==> src/hdl/rbad_ram.sv <==
// Generic simple dual-port RAM: one write port, one registered read port.
// No dependencies.
`default_nettype none

module rbad_ram #(
    parameter int DATA_W = 8,
    parameter int DEPTH  = 16
) (
    input  wire logic                     aclk,
    input  wire logic                     wr_en,
    input  wire logic [$clog2(DEPTH)-1:0] wr_addr,
    input  wire logic [DATA_W-1:0]        wr_data,
    input  wire logic                     rd_en,
    input  wire logic [$clog2(DEPTH)-1:0] rd_addr,
    output logic      [DATA_W-1:0]        rd_data
);

    logic [DATA_W-1:0] mem [DEPTH];

    always_ff @(posedge aclk) begin
        if (wr_en) begin
            mem[wr_addr] <= wr_data;
        end
        if (rd_en) begin
            rd_data <= mem[rd_addr];
        end
    end

endmodule

`default_nettype wire

==> config.mk <==
export PLATFORM = sky130hd
export DESIGN_NAME = rbad_ram
export DESIGN_NICKNAME = d
export VERILOG_FILES = /design/src/hdl/rbad_ram.sv
export SDC_FILE = /design/constraint.sdc
export NUM_CORES = 1
export LEC_CHECK = 0
export BUFFER_PORTS_ARGS = -buffer_cell sky130_fd_sc_hd__buf_2
export CORE_UTILIZATION = 39
export DETAILED_ROUTE_END_ITERATION = 10
export HOLD_SLACK_MARGIN = 0.1
export SLEW_MARGIN = 20
export SYNTH_ARGS = -nofsm -noshare
export SYNTH_HDL_FRONTEND = slang
export SYNTH_SLANG_ARGS = --single-unit
==> constraint.sdc <==
create_clock -name aclk -period 2.03 [get_ports aclk]
set_input_delay 0.406 -clock aclk [delete_from_list [all_inputs] [get_ports aclk]]
set_output_delay 0.406 -clock aclk [all_outputs]
set_load 0.01 [all_outputs]
== Word-level counts from Yosys, hierarchy flattened ==
Memory sizes are Yosys's and may differ from the RTL's. A register that Yosys moved wholly into a read port is not among the register bits.
Index checks and enable logic that the tools add are counted.
Storage, ports and cells
  register bits after elaboration: 0
  bits in writable memories: 128
  input port bits: 19
  output and inout bits: 8
  memories: 1
Memories
  mem: words 16, width 8, read ports 1, clocked after Yosys merged registers in 1, wr ports 1, line 18  | logic [DATA_W-1:0] mem [DEPTH];
Operators by class
  mux-type cells: 2
Operator list (count)
  1-bit two-way mux: 2

== Logic depth before layout (Yosys ltp) ==
  word-level depth: 2
  depth in mapped cells: 5

== Worst setup path after synthesis ==
Ideal clock, no wire load.
  kind: input port to flip-flop
  start point: in wr_addr[2]
  end point: mem mem[0][0] (enable)
  library setup time: 383 ps
  data arrival time: 1516 ps
  slack: 131 ps
  cell stages on the path: 2
  buffers on the path: 0
  cells stage by stage: or3b_2 -> nor3_1
RTL lines
  from (decl): line 11  | input wire logic [$clog2(DEPTH)-1:0] wr_addr,
  to (decl): line 18
No word-level cell before the write port.

==> impl_results.md <==
- Boundary Pins: 27
- Post-DP HPWL: 6.245 mm
- Maximum clock rate: 649.7 MHz
- Status: finished clean
- Worst Path Class, Setup: in -> reg
- Crit-path cells: buf_2 > buf_12 > mux4_1 > a22oi_1 > nand2_1
- DR pass1 iterations: 4
- Max clock buf depth: 2
- Placer Congestion: 0.7267
- Layout cells sized above 1: 30.54%
- Routed via count: 2368
- Vias in the first global route: 2510
- WP data arrival: 1690 ps
- Global-route wire length before repair: 14.89 mm
- Vias per cell: 5.038
- Final setup vio count: 0
- Initial detailed-routing violation count: 259
- Clock Root Buffer: clkbuf_16
- DP Worst Slack: 81.96 ps
- Nets: 304
- Skew final: 5.217 ps
- Worst-path clk slew: 50 ps
- Wire length per cell: 19.76 um
- RSZ-0062 raised after global routing: no
- Worst skew pair latency: 400 ps
- DP Cell Count: 438
- N_diodes: 0
- Pwr Density: 1009 nW/um2
- #FFs+latches synth: 136
- Most frequent cells in the layout: 136 x edfxtp_1, 26 x buf_2, 18 x mux4_2, 18 x buf_4, 17 x clkbuf_16
- Hold Crit Class: in -> reg
- Slew HR: 75.89%
- Placement Rows: 41
- Die Y-Extent: 117.8 um
- Sum Neg Setup Slack: 0 ps
- Leak: 0.002105 uW
- Worst path top cell family by delay: multiplexers
- Pins Over Slew Limit: 0
- Post-Syn Area: 5228 um2
- CTS tree: built
- Area grow syn2layout: 19.12%
- Post-synth net total: 248
- Buffers and inverters on the worst path: 2
- Max VDD drop: 0.5942 mV
- H-tree depth: 4
- Gr ovfl total: 0
- Endpoints failing hold: 0
- Sink Count: 136
- Core footprint: 12820 um2
- Synth cell types: 18
- Starting Density: 40.76%
- Startpoint Class: input port
- Global Route Usage Sum: 15.07%
- Final WS setup: 490.9 ps
- DRC: 0
- Die span in x: 117.8 um
- Commonest non-fill, non-tap cell in the layout: edfxtp_1
- CP peak stage delay: 610 ps
- Tmin final: 1539 ps
- Crit. End Element: flop
- Wirelength, routed: 9.289 mm
- Crit path max fanout: 17
- Postcts setup bufs: 0
- Post-CTS resize count: 0
- Max-cap viol count: 0
- CTS hold repair buffers: 0
- FILL cells: 1059
- Die ar.: 13870 um2
- Antenna Violating Nets Remaining: 0
- Largest net degree at the start of global routing: 33
- Data required time of the critical path: 2180 ps
- Mapped Cells: 229
- Slowest CP cell: mux4_1
- Mean Syn Cell Area: 22.83 um2
- Initial antenna violation count: 0
- PortBufs: 26
- Non-Filler Instances: 470
- Post-synthesis sequential area ratio: 78.12%
- Cts bufs inserted: 17
- Worst Tran Pin Value: 360.9 ps
- Yosys warning count: 0
- Fin crit share: 75.82%
## per-stage QoR
step | hold slack (ps) | power [uW] | utilization [%] | instance area (um2)
floorplan | 504.9 | 3401 | - | 5228
global placement | 729.7 | 3528 | 44.30 | 5682
detailed placement | 750.2 | 3538 | 44.30 | 5682
CTS | 371.6 | 6341 | 48.56 | 6227
global route | 378.0 | 6496 | 48.56 | 6227
finish | 380.7 | 6284 | 48.56 | 6227
## logic make-up after synthesis
kind of cell           after synthesis  share of synthesized area [%]
AO/OA/AOI/OAI                       16                          2.298
buffers and inverters               10                          1.651
flip-flops                         136                          78.12
multiplexers                        32                          14.79
AND/OR/NAND/NOR                     35                          3.136
## cells in the mapped netlist, drive strengths merged
| cell type | n | area share, % |
|---|---|---|
| a22oi | 16 | 2.3 |
| or3b | 1 | 0.17 |
| nand2 | 9 | 0.65 |
| buf | 7 | 1.1 |
| edfxtp | 136 | 78 |
| nor3 | 4 | 0.38 |
| nand3 | 1 | 0.096 |
| and2b | 1 | 0.14 |
| nor2b | 1 | 0.12 |
| nand2b | 2 | 0.24 |
| and2 | 1 | 0.12 |
| nor2 | 13 | 0.93 |
| clkdlybuf4s25 | 3 | 0.57 |
| mux4 | 32 | 15 |
| nand3b | 2 | 0.29 |
## sequential cells by signal, summed over array words and instances (netlist names)
signal / cells
mem: 128
rd_data: 8
## area by class of cell
cell class / instances / area [um2] / area share (%)
multi-input combinational: 83 / 1057 / 16.98
timing repair buffer: 47 / 325.3 / 5.224
clock buffer: 20 / 436.7 / 7.012
sequential: 136 / 4084 / 65.58
tap: 172 / 215.2 / 3.456
clock inverter: 12 / 108.9 / 1.748
## routing by layer
metal  global-route usage (%)  part of all wire (%)  vias up
met5                        0                     0        -
met1                    19.35                    44     1200
met3                    3.924                   5.1        7
met4                    6.731                  0.94        0
met2                    24.15                    50       65
li1                         -                     -     1096
## report_power, final
group | switching (uW) | internal [uW] | total (uW)
clock network | 1030 | 1780 | 2810
logic | 162 | 129 | 290
registers | 16.7 | 3170 | 3180
total | 1210 | 5070 | 6280
## final timing paths
check	start	end	slack, ps	cells past startpoint
worst min-delay path	wr_data[4]	mem[10][4]	380	1
worst max-delay path	rd_addr[0]	rd_data[0]	490	5
worst max register to register	mem[5][0]	rd_data[0]	520	3
worst min register to register	mem[11][1]	rd_data[1]	760	3
## worst register-to-register path, stage by stage, from the launching register on
cell and delay, ps:
edfxtp_1 370, mux4_1 550, a22oi_1 230, nand2_1 100
Power figures use the tool's default switching activity.
